--- src/hw/rtl/dqs_pkg.sv ---
`default_nettype none

package dqs_pkg;

	localparam int DEPTH_DEF = 64;
	localparam int MODE_W    = 3;
	localparam int VALUE_W   = 32;
	localparam int STATUS_W  = 2;
	localparam int POS_W     = 6;
	localparam int COUNT_W   = 7;

	typedef enum logic [MODE_W-1:0] {
		OP_PUSH_FRONT = 3'd0,
		OP_PUSH_BACK  = 3'd1,
		OP_POP_FRONT  = 3'd2,
		OP_POP_BACK   = 3'd3,
		OP_SEARCH     = 3'd4
	} dqs_op_t;

	typedef enum logic [STATUS_W-1:0] {
		STAT_DONE      = 2'd0,
		STAT_EMPTY     = 2'd1,
		STAT_FULL      = 2'd2,
		STAT_NOT_FOUND = 2'd3
	} dqs_status_t;

	typedef struct packed {
		logic        take_in;
		logic        push;
		logic        rd_start;
		logic        rd_next;
		logic        pop_commit;
		logic        cmp_clr;
		logic        cmp_inc;
		logic        res_we;
		dqs_status_t res_code;
		logic        res_pop;
		logic        res_pos;
		logic        out_load;
	} dqs_cmd_t;

	typedef struct packed {
		dqs_op_t op;
		logic    full;
		logic    empty;
		logic    match;
		logic    last;
		logic    out_free;
	} dqs_stat_t;

endpackage

`default_nettype wire

--- src/hw/rtl/dqs_ram.sv ---
`default_nettype none

module dqs_ram #(
	parameter int WIDTH = 32,
	parameter int DEPTH = 64
) (
	input  wire logic                     clk,
	input  wire logic                     we,
	input  wire logic [$clog2(DEPTH)-1:0] waddr,
	input  wire logic [WIDTH-1:0]         wdata,
	input  wire logic                     re,
	input  wire logic [$clog2(DEPTH)-1:0] raddr,
	output logic      [WIDTH-1:0]         rdata
);

	logic [WIDTH-1:0] mem [DEPTH];

	always_ff @(posedge clk) begin
		if (we) begin
			mem[waddr] <= wdata;
		end
		if (re) begin
			rdata <= mem[raddr];
		end
	end

endmodule

`default_nettype wire

--- src/hw/rtl/dqs_ctrl.sv ---
`default_nettype none

module dqs_ctrl (
	input  wire logic               clk,
	input  wire logic               arst_n,
	input  wire logic               in_valid,
	output logic                    in_stall,
	input  wire dqs_pkg::dqs_stat_t stat,
	output dqs_pkg::dqs_cmd_t       cmd
);

	import dqs_pkg::*;

	typedef enum logic [2:0] {
		S_IDLE,
		S_EXEC,
		S_POP_TAKE,
		S_SEARCH,
		S_FINISH
	} state_t;

	state_t state_q;
	state_t state_d;

	assign in_stall = (state_q != S_IDLE);

	always_comb begin
		cmd      = '0;
		cmd.res_code = STAT_DONE;
		state_d  = state_q;
		unique case (state_q)
			S_IDLE: begin
				if (in_valid) begin
					cmd.take_in = 1'b1;
					state_d     = S_EXEC;
				end
			end
			S_EXEC: begin
				state_d    = S_FINISH;
				cmd.res_we = 1'b1;
				unique case (stat.op)
					OP_PUSH_FRONT, OP_PUSH_BACK: begin
						if (stat.full) begin
							cmd.res_code = STAT_FULL;
						end else begin
							cmd.push = 1'b1;
						end
					end
					OP_POP_FRONT, OP_POP_BACK: begin
						if (stat.empty) begin
							cmd.res_code = STAT_EMPTY;
						end else begin
							cmd.res_we   = 1'b0;
							cmd.rd_start = 1'b1;
							state_d      = S_POP_TAKE;
						end
					end
					OP_SEARCH: begin
						if (stat.empty) begin
							cmd.res_code = STAT_NOT_FOUND;
						end else begin
							cmd.res_we   = 1'b0;
							cmd.rd_start = 1'b1;
							cmd.cmp_clr  = 1'b1;
							state_d      = S_SEARCH;
						end
					end
					default: begin
					end
				endcase
			end
			S_POP_TAKE: begin
				cmd.pop_commit = 1'b1;
				cmd.res_we     = 1'b1;
				cmd.res_pop    = 1'b1;
				state_d        = S_FINISH;
			end
			S_SEARCH: begin
				priority if (stat.match) begin
					cmd.res_we  = 1'b1;
					cmd.res_pos = 1'b1;
					state_d     = S_FINISH;
				end else if (stat.last) begin
					cmd.res_we   = 1'b1;
					cmd.res_code = STAT_NOT_FOUND;
					state_d      = S_FINISH;
				end else begin
					cmd.rd_next = 1'b1;
					cmd.cmp_inc = 1'b1;
				end
			end
			S_FINISH: begin
				if (stat.out_free) begin
					cmd.out_load = 1'b1;
					state_d      = S_IDLE;
				end
			end
			default: begin
				state_d = S_IDLE;
			end
		endcase
	end

	always_ff @(posedge clk or negedge arst_n) begin
		if (!arst_n) begin
			state_q <= S_IDLE;
		end else begin
			state_q <= state_d;
		end
	end

endmodule

`default_nettype wire

--- src/hw/rtl/dqs_dp.sv ---
`default_nettype none

module dqs_dp #(
	parameter int DEPTH = dqs_pkg::DEPTH_DEF
) (
	input  wire logic                                  clk,
	input  wire logic                                  arst_n,
	input  wire logic        [dqs_pkg::MODE_W-1:0]     mode,
	input  wire logic signed [dqs_pkg::VALUE_W-1:0]    value,
	input  wire logic                                  out_stall,
	output logic                                       out_valid,
	output logic             [dqs_pkg::STATUS_W-1:0]   status,
	output logic signed      [dqs_pkg::VALUE_W-1:0]    popped_value,
	output logic             [dqs_pkg::POS_W-1:0]      found_position,
	output logic             [dqs_pkg::COUNT_W-1:0]    entry_count,
	input  wire dqs_pkg::dqs_cmd_t                     cmd,
	output dqs_pkg::dqs_stat_t                         stat
);

	import dqs_pkg::*;

	localparam int AW = $clog2(DEPTH);
	localparam int CW = $clog2(DEPTH + 1);

	dqs_op_t                   op_q;
	logic signed [VALUE_W-1:0] value_q;
	logic        [AW-1:0]      front_q;
	logic        [CW-1:0]      count_q;
	logic        [AW-1:0]      cmp_q;

	dqs_status_t               res_status_q;
	logic signed [VALUE_W-1:0] res_pop_q;
	logic        [AW-1:0]      res_pos_q;

	logic                      out_valid_q;
	logic [STATUS_W-1:0]       status_q;
	logic signed [VALUE_W-1:0] popped_q;
	logic [POS_W-1:0]          pos_q;
	logic [COUNT_W-1:0]        cnt_out_q;

	logic [AW-1:0]      front_dec;
	logic [AW-1:0]      front_inc;
	logic [CW-1:0]      cnt_m1;
	logic [AW-1:0]      back_wr_addr;
	logic [AW-1:0]      back_rd_addr;
	logic [AW-1:0]      next_rd_addr;
	logic [AW-1:0]      start_addr;
	logic [AW-1:0]      waddr;
	logic [AW-1:0]      raddr;
	logic [VALUE_W-1:0] rdata;
	logic               out_free;
	logic [AW+5:0]      pos_wide;
	logic [CW+6:0]      cnt_wide;

	function automatic logic [AW-1:0] wrap_add(input logic [AW-1:0] base,
		input logic [AW-1:0] off);
		logic [AW:0] sum;
		sum = {1'b0, base} + {1'b0, off};
		if (sum >= (AW+1)'(DEPTH)) begin
			sum = sum - (AW+1)'(DEPTH);
		end
		return sum[AW-1:0];
	endfunction

	assign front_dec    = (front_q == '0) ? AW'(DEPTH - 1) : front_q - 1'b1;
	assign front_inc    = (front_q == AW'(DEPTH - 1)) ? '0 : front_q + 1'b1;
	assign cnt_m1       = count_q - 1'b1;
	assign back_wr_addr = wrap_add(front_q, count_q[AW-1:0]);
	assign back_rd_addr = wrap_add(front_q, cnt_m1[AW-1:0]);
	assign next_rd_addr = wrap_add(front_q, cmp_q + 1'b1);
	assign start_addr   = (op_q == OP_POP_BACK) ? back_rd_addr : front_q;
	assign raddr        = cmd.rd_next ? next_rd_addr : start_addr;
	assign waddr        = (op_q == OP_PUSH_FRONT) ? front_dec : back_wr_addr;

	dqs_ram #(
		.WIDTH(VALUE_W),
		.DEPTH(DEPTH)
	) u_store (
		.clk  (clk),
		.we   (cmd.push),
		.waddr(waddr),
		.wdata(value_q),
		.re   (cmd.rd_start | cmd.rd_next),
		.raddr(raddr),
		.rdata(rdata)
	);

	assign out_free = !out_valid_q || !out_stall;

	always_comb begin
		stat          = '0;
		stat.op       = op_q;
		stat.full     = (count_q == CW'(DEPTH));
		stat.empty    = (count_q == '0);
		stat.match    = (rdata == value_q);
		stat.last     = (cmp_q == cnt_m1[AW-1:0]);
		stat.out_free = out_free;
	end

	always_ff @(posedge clk) begin
		if (cmd.take_in) begin
			op_q    <= dqs_op_t'(mode);
			value_q <= value;
		end
		if (cmd.cmp_clr) begin
			cmp_q <= '0;
		end else if (cmd.cmp_inc) begin
			cmp_q <= cmp_q + 1'b1;
		end
		if (cmd.res_we) begin
			res_status_q <= cmd.res_code;
			res_pop_q    <= cmd.res_pop ? rdata : '0;
			res_pos_q    <= cmd.res_pos ? cmp_q : '0;
		end
		if (cmd.out_load) begin
			status_q  <= res_status_q;
			popped_q  <= res_pop_q;
			pos_q     <= pos_wide[POS_W-1:0];
			cnt_out_q <= cnt_wide[COUNT_W-1:0];
		end
	end

	assign pos_wide = (AW+6)'(res_pos_q);
	assign cnt_wide = (CW+7)'(count_q);

	always_ff @(posedge clk or negedge arst_n) begin
		if (!arst_n) begin
			front_q     <= '0;
			count_q     <= '0;
			out_valid_q <= 1'b0;
		end else begin
			if (cmd.push) begin
				count_q <= count_q + 1'b1;
				if (op_q == OP_PUSH_FRONT) begin
					front_q <= front_dec;
				end
			end else if (cmd.pop_commit) begin
				count_q <= cnt_m1;
				if (op_q == OP_POP_FRONT) begin
					front_q <= front_inc;
				end
			end
			if (cmd.out_load) begin
				out_valid_q <= 1'b1;
			end else if (!out_stall) begin
				out_valid_q <= 1'b0;
			end
		end
	end

	assign out_valid      = out_valid_q;
	assign status         = status_q;
	assign popped_value   = popped_q;
	assign found_position = pos_q;
	assign entry_count    = cnt_out_q;

endmodule

`default_nettype wire

--- src/hw/rtl/deque_with_search_top.sv ---
// Double-ended queue of signed 32-bit values with a linear search.
// Input channel (in_valid/in_stall, mode/value): one transaction is one
// operation: push front, push back, pop front, pop back or search.
// Output channel (out_valid/out_stall): exactly one result transaction per
// operation with status, popped_value, found_position and entry_count.
// Items are handled one at a time by a controller and a datapath around a
// single-port-read store of DEPTH words with registered read data.
// Pushes, unused modes, and pops or searches on an empty queue finish
// without reading the store; a pop reads the store once before it
// commits; a search reads entries from the front, one store read per
// compared entry, up to the match at front-based position k (or up to
// position held_count - 1 when nothing matches).
// A new transaction is accepted once the previous result has moved into
// the output register, so input and output are decoupled by one result.
// While out_stall is high the result holds steady; the next item is still
// processed up to its result and then waits for the output register.
// Reset empties the queue (front and count cleared); store contents are
// not cleared and are only ever read after being written.
`default_nettype none

module deque_with_search_top #(
	parameter int DEPTH = dqs_pkg::DEPTH_DEF
) (
	input  wire logic                                clk,
	input  wire logic                                arst_n,
	input  wire logic                                in_valid,
	output logic                                     in_stall,
	input  wire logic        [dqs_pkg::MODE_W-1:0]   mode,
	input  wire logic signed [dqs_pkg::VALUE_W-1:0]  value,
	output logic                                     out_valid,
	input  wire logic                                out_stall,
	output logic             [dqs_pkg::STATUS_W-1:0] status,
	output logic signed      [dqs_pkg::VALUE_W-1:0]  popped_value,
	output logic             [dqs_pkg::POS_W-1:0]    found_position,
	output logic             [dqs_pkg::COUNT_W-1:0]  entry_count
);

	import dqs_pkg::*;

	dqs_cmd_t  cmd;
	dqs_stat_t stat;

	dqs_ctrl u_ctrl (
		.clk     (clk),
		.arst_n  (arst_n),
		.in_valid(in_valid),
		.in_stall(in_stall),
		.stat    (stat),
		.cmd     (cmd)
	);

	dqs_dp #(
		.DEPTH(DEPTH)
	) u_dp (
		.clk           (clk),
		.arst_n        (arst_n),
		.mode          (mode),
		.value         (value),
		.out_stall     (out_stall),
		.out_valid     (out_valid),
		.status        (status),
		.popped_value  (popped_value),
		.found_position(found_position),
		.entry_count   (entry_count),
		.cmd           (cmd),
		.stat          (stat)
	);

endmodule

`default_nettype wire

--- config.mk ---
export PLATFORM = sky130hd
export DESIGN_NAME = deque_with_search_top
export DESIGN_NICKNAME = d
export VERILOG_FILES = /design/src/hw/rtl/dqs_pkg.sv /design/src/hw/rtl/dqs_ram.sv /design/src/hw/rtl/dqs_ctrl.sv /design/src/hw/rtl/dqs_dp.sv /design/src/hw/rtl/deque_with_search_top.sv
export SDC_FILE = /design/constraint.sdc
export NUM_CORES = 2
export LEC_CHECK = 0
export BUFFER_PORTS_ARGS = -buffer_cell sky130_fd_sc_hd__buf_2
export CAP_MARGIN = 0
export CORE_MARGIN = 5
export CORE_UTILIZATION = 43
export CTS_CLUSTER_SIZE = 40
export DETAILED_ROUTE_END_ITERATION = 8
export GPL_TIMING_DRIVEN = 1
export HOLD_SLACK_MARGIN = 0.02
export MAX_ROUTING_LAYER = met4
export SLEW_MARGIN = 30
export SYNTH_ARGS = -nofsm -noshare
export SYNTH_HDL_FRONTEND = slang
export SYNTH_SLANG_ARGS = --single-unit
--- constraint.sdc ---
create_clock -name clk -period 4.75 [get_ports clk]
set_input_delay 0.2375 -clock clk [delete_from_list [all_inputs] [get_ports clk]]
set_output_delay 0.2375 -clock clk [all_outputs]
set_load 0.02 [all_outputs]
==> After elaboration in Yosys (flattened, before gate mapping) <==
Memories as Yosys holds them, arrays and structs flattened. A register that Yosys moved wholly into a read port is not among the register bits.
Index checks and enable logic that the tools add are counted.
{ "totals": {"reg_bits": 145, "latch_bits": 0, "mem_bits_rw": 2048, "rom_bits": 0, "in_bits": 39, "output_inout_bits": 49, "elab_cells": 116, "n_memories": 1} }
{ "op_classes": {"n_addsub": 11, "n_mul": 0, "div_mod_pow": 0, "order_cmp": 3, "n_eq_ne": 17, "shifts": 0, "n_mux": 54, "bitwise_logic": 1, "n_reduce_logical": 15} }
{ "mem_list": {"columns": ["memory", "words", "word_bits", "rd", "rd_ports_with_merged_regs", "wr", "line", "rtl"], "rows": [
  ["u_dp.u_store.mem", 64, 32, 1, 1, 1, "dqs_ram.sv:16", "logic [WIDTH-1:0] mem [DEPTH];"]
]} }
{ "op_table": {"columns": ["operator", "n"], "rows": [
  ["6-bit two-way mux", 12],
  ["32-bit == test", 1],
  ["1-bit two-way mux", 24],
  ["6-bit by 1-bit subtractor with 6-bit output, second input constant", 4],
  ["6-bit by 6-bit adder with 7-bit output", 3],
  ["7-bit greater-or-equal comparator, second input constant", 3],
  ["3-bit two-way mux", 7],
  ["3-bit one-hot mux with 5 select lines", 1],
  ["7-bit two-way mux", 2],
  ["6-bit by 1-bit adder with 6-bit output, second input constant", 2],
  ["3-bit by 2-bit == test with 1-bit output, second input constant", 4],
  ["2-bit two-way mux", 4],
  ["7-bit by 1-bit adder with 7-bit output, second input constant", 1],
  ["7-bit == test, second input constant", 1],
  ["7-bit zero test", 1],
  ["7-bit by 1-bit subtractor with 7-bit output, second input constant", 1],
  ["3-bit by 1-bit == test with 1-bit output, second input constant", 2],
  ["3-bit == test, second input constant", 2],
  ["6-bit == test", 1],
  ["6-bit == test, second input constant", 1],
  ["3-bit zero test", 2],
  ["6-bit zero test", 1],
  ["2-bit by 1-bit inequality test with 1-bit output, second input constant", 3],
  ["2-bit one-hot mux with 3 select lines", 1],
  ["other kinds (13)", 17]
]} }

==> Longest topological paths before layout <==
{ "logic_depth": {"word_depth": 6, "depth_mapped": 17, "mapped_depth_nobuf": 14} }

==> By module <==
From an unflattened synthesis, not the netlist that was laid out.
{ "unflattened": {"cells_unflattened": 3830, "hier_area_um2": 85578.3} }
{ "by_module_without_submodules": {"columns": ["module", "n_inst", "cells_per_inst", "area_each_um2", "seq_area_each_um2"], "rows": [
  ["dqs_ram", 1, 3324, 78835.6, 62459.9],
  ["dqs_dp", 1, 464, 6391.1, 4134.0],
  ["dqs_ctrl", 1, 42, 351.6, 75.1]
]} }

==> Worst setup path after synthesis <==
OpenSTA, ideal clock, no wires.
{ "synth_timing": {"path_type": "flip-flop to flip-flop", "start": "register u_dp.count_q[0]", "end": "register u_dp.u_store.rdata[0] (read register of u_dp.u_store.mem) (enable)", "setup_ns": 0.511, "arrival_time_ns": 4.702, "required_time_ns": 4.239, "path_slack_ns": -0.463, "path_stages_with_launch": 8, "path_buffers": 1, "synth_period_minus_slack_ns": 5.213, "cell_sequence": "dfrtp_1 buf_2 inv_1 ha_1 nor3b_1 nor2b_1 nand2b_1 o41ai_1"} }
{ "synth_via": {"elab_chain_cells": 6, "word_cells_on_any_way": 16, "cone_classes": "add/sub: 3; order compare: 1; eq/ne: 1; mux: 9; bitwise: 1; reduce/logical: 1"} }
{ "synth_rtl": {"columns": ["item", "line", "rtl"], "rows": [
  ["start: declaration", "dqs_dp.sv:28", "logic [CW-1:0] count_q;"],
  ["start signal: assignment", "dqs_dp.sv:133", "count_q <= count_q + 1'b1;"],
  ["start signal: assignment", "dqs_dp.sv:138", "count_q <= cnt_m1;"],
  ["7-bit by 1-bit subtractor with 7-bit output", "dqs_dp.sv:67", "assign cnt_m1 = count_q - 1'b1;"],
  ["6-bit == test", "dqs_dp.sv:96", "stat.last = (cmp_q == cnt_m1[AW-1:0]);"],
  ["1-bit two-way mux", "dqs_ctrl.sv:83", "end else if (stat.last) begin"],
  ["1-bit two-way mux", "dqs_ctrl.sv:79", "priority if (stat.match) begin"],
  ["1-bit two-way mux", "dqs_ctrl.sv:31", "unique case (state_q)"],
  ["1-bit OR *", "dqs_dp.sv:83", ".re (cmd.rd_start | cmd.rd_next),"],
  ["via u_dp.u_store.re", "dqs_ram.sv:11", "input wire logic re,"],
  ["end: declaration", "dqs_ram.sv:13", "output logic [WIDTH-1:0] rdata"]
]} }
The timed path passes the listed nets; every way through them passes the cells marked *.
A chain may end at the register's enable or synchronous reset.

==> Worst setup path in the final report <==
{ "layout_timing": {"start": "register u_dp.u_store.rdata[11] (read register of u_dp.u_store.mem)", "end": "register u_dp.u_store.rdata[23] (read register of u_dp.u_store.mem) (data pin)"} }
{ "layout_via": {"elab_chain_cells": 4, "word_cells_on_any_way": 5, "cone_classes": "eq/ne: 1; mux: 3; bitwise: 1"} }
{ "layout_rtl": {"columns": ["item", "line", "rtl"], "rows": [
  ["32-bit == test *", "dqs_dp.sv:95", "stat.match = (rdata == value_q);"],
  ["1-bit two-way mux *", "dqs_ctrl.sv:79", null],
  ["1-bit two-way mux *", "dqs_ctrl.sv:31", null],
  ["6-bit two-way mux or 1-bit OR (tied branches)", "dqs_dp.sv:72, dqs_dp.sv:83", null]
]} }
Mark *: on every way between the ends. The rest lies on a longest branch, timed or not.

==> results.sh <==
export IMPL_post_route_cell_area_mm2=0.104
export IMPL_clock_sinks=2225
export IMPL_worst_pin_slew_ps=1070
export IMPL_setup_tns_final_ps=-39.9
export IMPL_n_fill_cell=16200
export IMPL_power_share_sequential=0.337
export IMPL_root_buffer="clkbuf_16"
export IMPL_worstSkewPairLatency_ps=860
export IMPL_synth_edff_count=2202
export IMPL_clkTransAtPathRegs_ps=60
export IMPL_powerDensity_mw_per_mm2=687
export IMPL_antenna_found_initial=18
export IMPL_netlist_top_cells_count="2202 x edfxtp_1, 1311 x nand2_1, 394 x mux2i_1"
export IMPL_drtPass1Iterations=6
export IMPL_cts_htree_levels=4
export IMPL_period_share=1.01
export IMPL_grt_use_total=0.261
export IMPL_postRouteAntennaNets=0
export IMPL_multi_input_area_mm2=0.0198
export IMPL_floorplan_die_area_mm2=0.211
export IMPL_grt_pass1_wl_um=385000
export IMPL_async_reset_ff_frac=0.00764
export IMPL_ys_ff_latch=2225
export IMPL_vias=54400
export IMPL_syn_nets=5758
export IMPL_drive_above_1_share=0.182
export IMPL_p_clk_frac=0.237
export IMPL_final_hold_violation_count=0
export IMPL_power_frac_comb=0.426
export IMPL_ys_warn_count=0
export IMPL_min_path_cells=2
export IMPL_worstReg2RegEnd="u_dp.u_store.rdata[23]"
export IMPL_fp_row_count=165
export IMPL_core_area_mm2=0.202
export IMPL_worstSetupEndpointType="flop"
export IMPL_initial_core_util=0.431
export IMPL_areaGrowthSynthToFinish_pct=19.8
export IMPL_synth_seq_area_share=0.766
export IMPL_finalPower_uw=71500
export IMPL_relSlewSlack=0.286
export IMPL_synth_area_leaders="edfxtp_1 76%, nand2_1 5.7%, mux2i_1 4.5%, a31oi_1 1.5%, o221ai_1 1.3%"
export IMPL_synth_most_common_cell="edfxtp_1"
export IMPL_p_switching_uw=27400
export IMPL_path_class="flop to flop"
export IMPL_hp_start="value[22]"
export IMPL_rsz0062_at_grt="false"
export IMPL_synth_cell_types=62
export IMPL_layout_setup_ws_ps=-39.9
export IMPL_status="finished, violations left"
export IMPL_worstPathRequired_ps=5350
export IMPL_drt_iter0_markers=6911
export IMPL_cts_tree="done"
export IMPL_place_area_mm2=0.0965
export IMPL_yosys_area_top_type="edfxtp_1"
export IMPL_cp_max_fo=10
export IMPL_io_pins=88
export IMPL_synth_avg_cell_area_um2=15.3
export IMPL_violations="setup timing"
export IMPL_yosys_area_top_type_share=0.760
export IMPL_post_route_min_period_ps=4790
export IMPL_rrSetupSlack_ps=-40
export IMPL_finClkSkew_ps=54.8
export IMPL_cts_buffers=219
export IMPL_ir_worst_vdd_v=0.000595
export IMPL_p_leak_uw=0.0359
export IMPL_hp_class="input pin to flop"
export IMPL_final_max_slew_viol_count=0
export IMPL_fmax_mhz=209
export IMPL_grt_max_degree=65
export IMPL_r2r_start="u_dp.u_store.rdata[11]"
export IMPL_reg2reg_depth=14
export IMPL_io_buffers=87
export IMPL_overflow=0
export IMPL_swShare=0.383
export IMPL_postLayoutCoreUtil=0.517
export IMPL_place_gp_congestion=0.901
export IMPL_p_int_uw=44200
export IMPL_dieWidth_um=460
export IMPL_synthFlopType="edfxtp_1"
export IMPL_crit_arrival_ps=5390
export IMPL_setup_viol_count_final=1
export IMPL_via_per_inst=5.91
export IMPL_grt_pass1_vias=51800
export IMPL_timing_max_cap_violations=0
export IMPL_netlist_area_mm2=0.0870
export IMPL_dp_slack_ps=-361
export IMPL_nNetsFinal=6401
export IMPL_clock_path_buffers=3
export IMPL_start_kind="flop"
export IMPL_die_h_um=460
export IMPL_seq_area_mm2=0.0667
export IMPL_syn_inst=5695
export IMPL_hold_end="u_dp.value_q[22]"
export IMPL_drc=0
export IMPL_drt_wl_total_um=272000
export IMPL_cp_startpoint="u_dp.u_store.rdata[11]"
export IMPL_routedWlPerCell_um=29.6
export IMPL_place_hpwl_um=168000
final cells by class:
| cell class | count | area share |
|---|---|---|
| Sequential cell | 2225 | 0.640 |
| Clock buffer | 266 | 0.0554 |
| Timing Repair Buffer | 778 | 0.0701 |
| Tap cell | 2672 | 0.0321 |
| Clock inverter | 143 | 0.0119 |
| Multi-Input combinational cell | 3095 | 0.190 |
| Antenna cell | 8 | 0.000192 |
| Inverter | 19 | 0.000685 |
how the worst max path moves through the flow:
stage | cells past startpoint | slack, ps | to
finish | 14 | -40 | u_dp.u_store.rdata[23]
global route | 14 | 1 | u_dp.u_store.rdata[23]
CTS | 14 | 2 | u_dp.u_store.rdata[19]
detailed placement | 15 | -360 | u_dp.u_store.rdata[7]
global placement | 14 | -1770 | u_dp.u_store.rdata[23]
floorplan | 7 | 110 | u_dp.res_pop_q[0]
layer usage:
metal  vias to the layer above  track usage  share of wire
li1                      23300            -              -
met1                     27600        0.360           0.40
met2                      3012        0.378           0.44
met3                       462       0.0688           0.12
met4                         0       0.0892          0.037
met5                         -            -              0
cell usage in the layout (no fill, tap or decap), drive strengths merged, types with 11 or more instances in the layout:
cell type       n
a211oi         76
and3          132
nor2           93
clkbuf        266
nand4          13
a31oi         208
edfxtp       2202
bufinv         18
dfrtp          17
clkinv        114
a311oi        122
xnor2          53
mux2i         394
o221ai        128
xor2           21
dlygate4sd3    39
a32oi          54
nor4           34
nand3         183
buf           739
a21oi          26
nor3           11
nand2        1313
and2           37
inv            25
a32o           73
ha             21
o21ai          27
flip-flops by register name, summed over array words and instances, names as in the netlist:
| signal | cells |
|---|---|
| u_dp.res_status_q | 2 |
| u_dp.count_q | 7 |
| u_ctrl.state_q | 3 |
| u_dp.entry_count | 7 |
| u_dp.op_q | 3 |
| u_dp.res_pos_q | 6 |
| u_dp.found_position | 6 |
| u_dp.u_store.rdata | 32 |
| u_dp.popped_value | 32 |
| u_dp.front_q | 6 |
| u_dp.u_store.mem | 2048 |
| u_dp.cmp_q | 6 |
| u_dp.value_q | 32 |
| u_dp.out_valid | 1 |
| u_dp.status | 2 |
| u_dp.res_pop_q | 32 |
logic make-up after synthesis:
group | synth area share
and+or+nand+nor | 0.0897
DFF | 0.766
adders and majority gates | 0.00371
muxes | 0.0459
buffers and inverters | 0.0191
xor gates and xnor gates | 0.00771
AOI/OAI and AO/OA | 0.0675
timing repair:
action	in CTS	in global routing
resized for setup	6	20
setup endpoints to repair	28	17
hold buffers	39	1
hold endpoints to repair	78	17
buffers inserted	4	3
cloned	1	0
pin swaps	2	2
critical path: stages, from the launching register on:
cell and delay [ps]:
edfxtp_1 660, xnor2_1 290, nand4_1 170, nor4_4 600, buf_4 250, a221oi_4 120, or3_1 450, o31ai_4 150
buf_4 350, buf_4 310, buf_4 200, a31oi_1 170, a211oi_4 540, buf_4 200, nor4_1 50
power groups by stage:
| stage | clock network (uW) | logic [uW] | registers [uW] |
|---|---|---|---|
| floorplan | 0 | 13400 | 24900 |
| global placement | 0 | 29200 | 24500 |
| detailed placement | 0 | 29500 | 24500 |
| CTS | 17100 | 29700 | 24100 |
| global route | 18000 | 31800 | 24100 |
| finish | 17000 | 30500 | 24100 |
through the flow:
step,instances,hold slack (ps)
after floorplan,5695,-58.1
after global routing,9203,63.1
final,9206,89.9
after global placement,8738,199
after detailed placement,8741,199
after CTS,9194,36.1
Note: power is estimated with default switching activity, not from simulation.
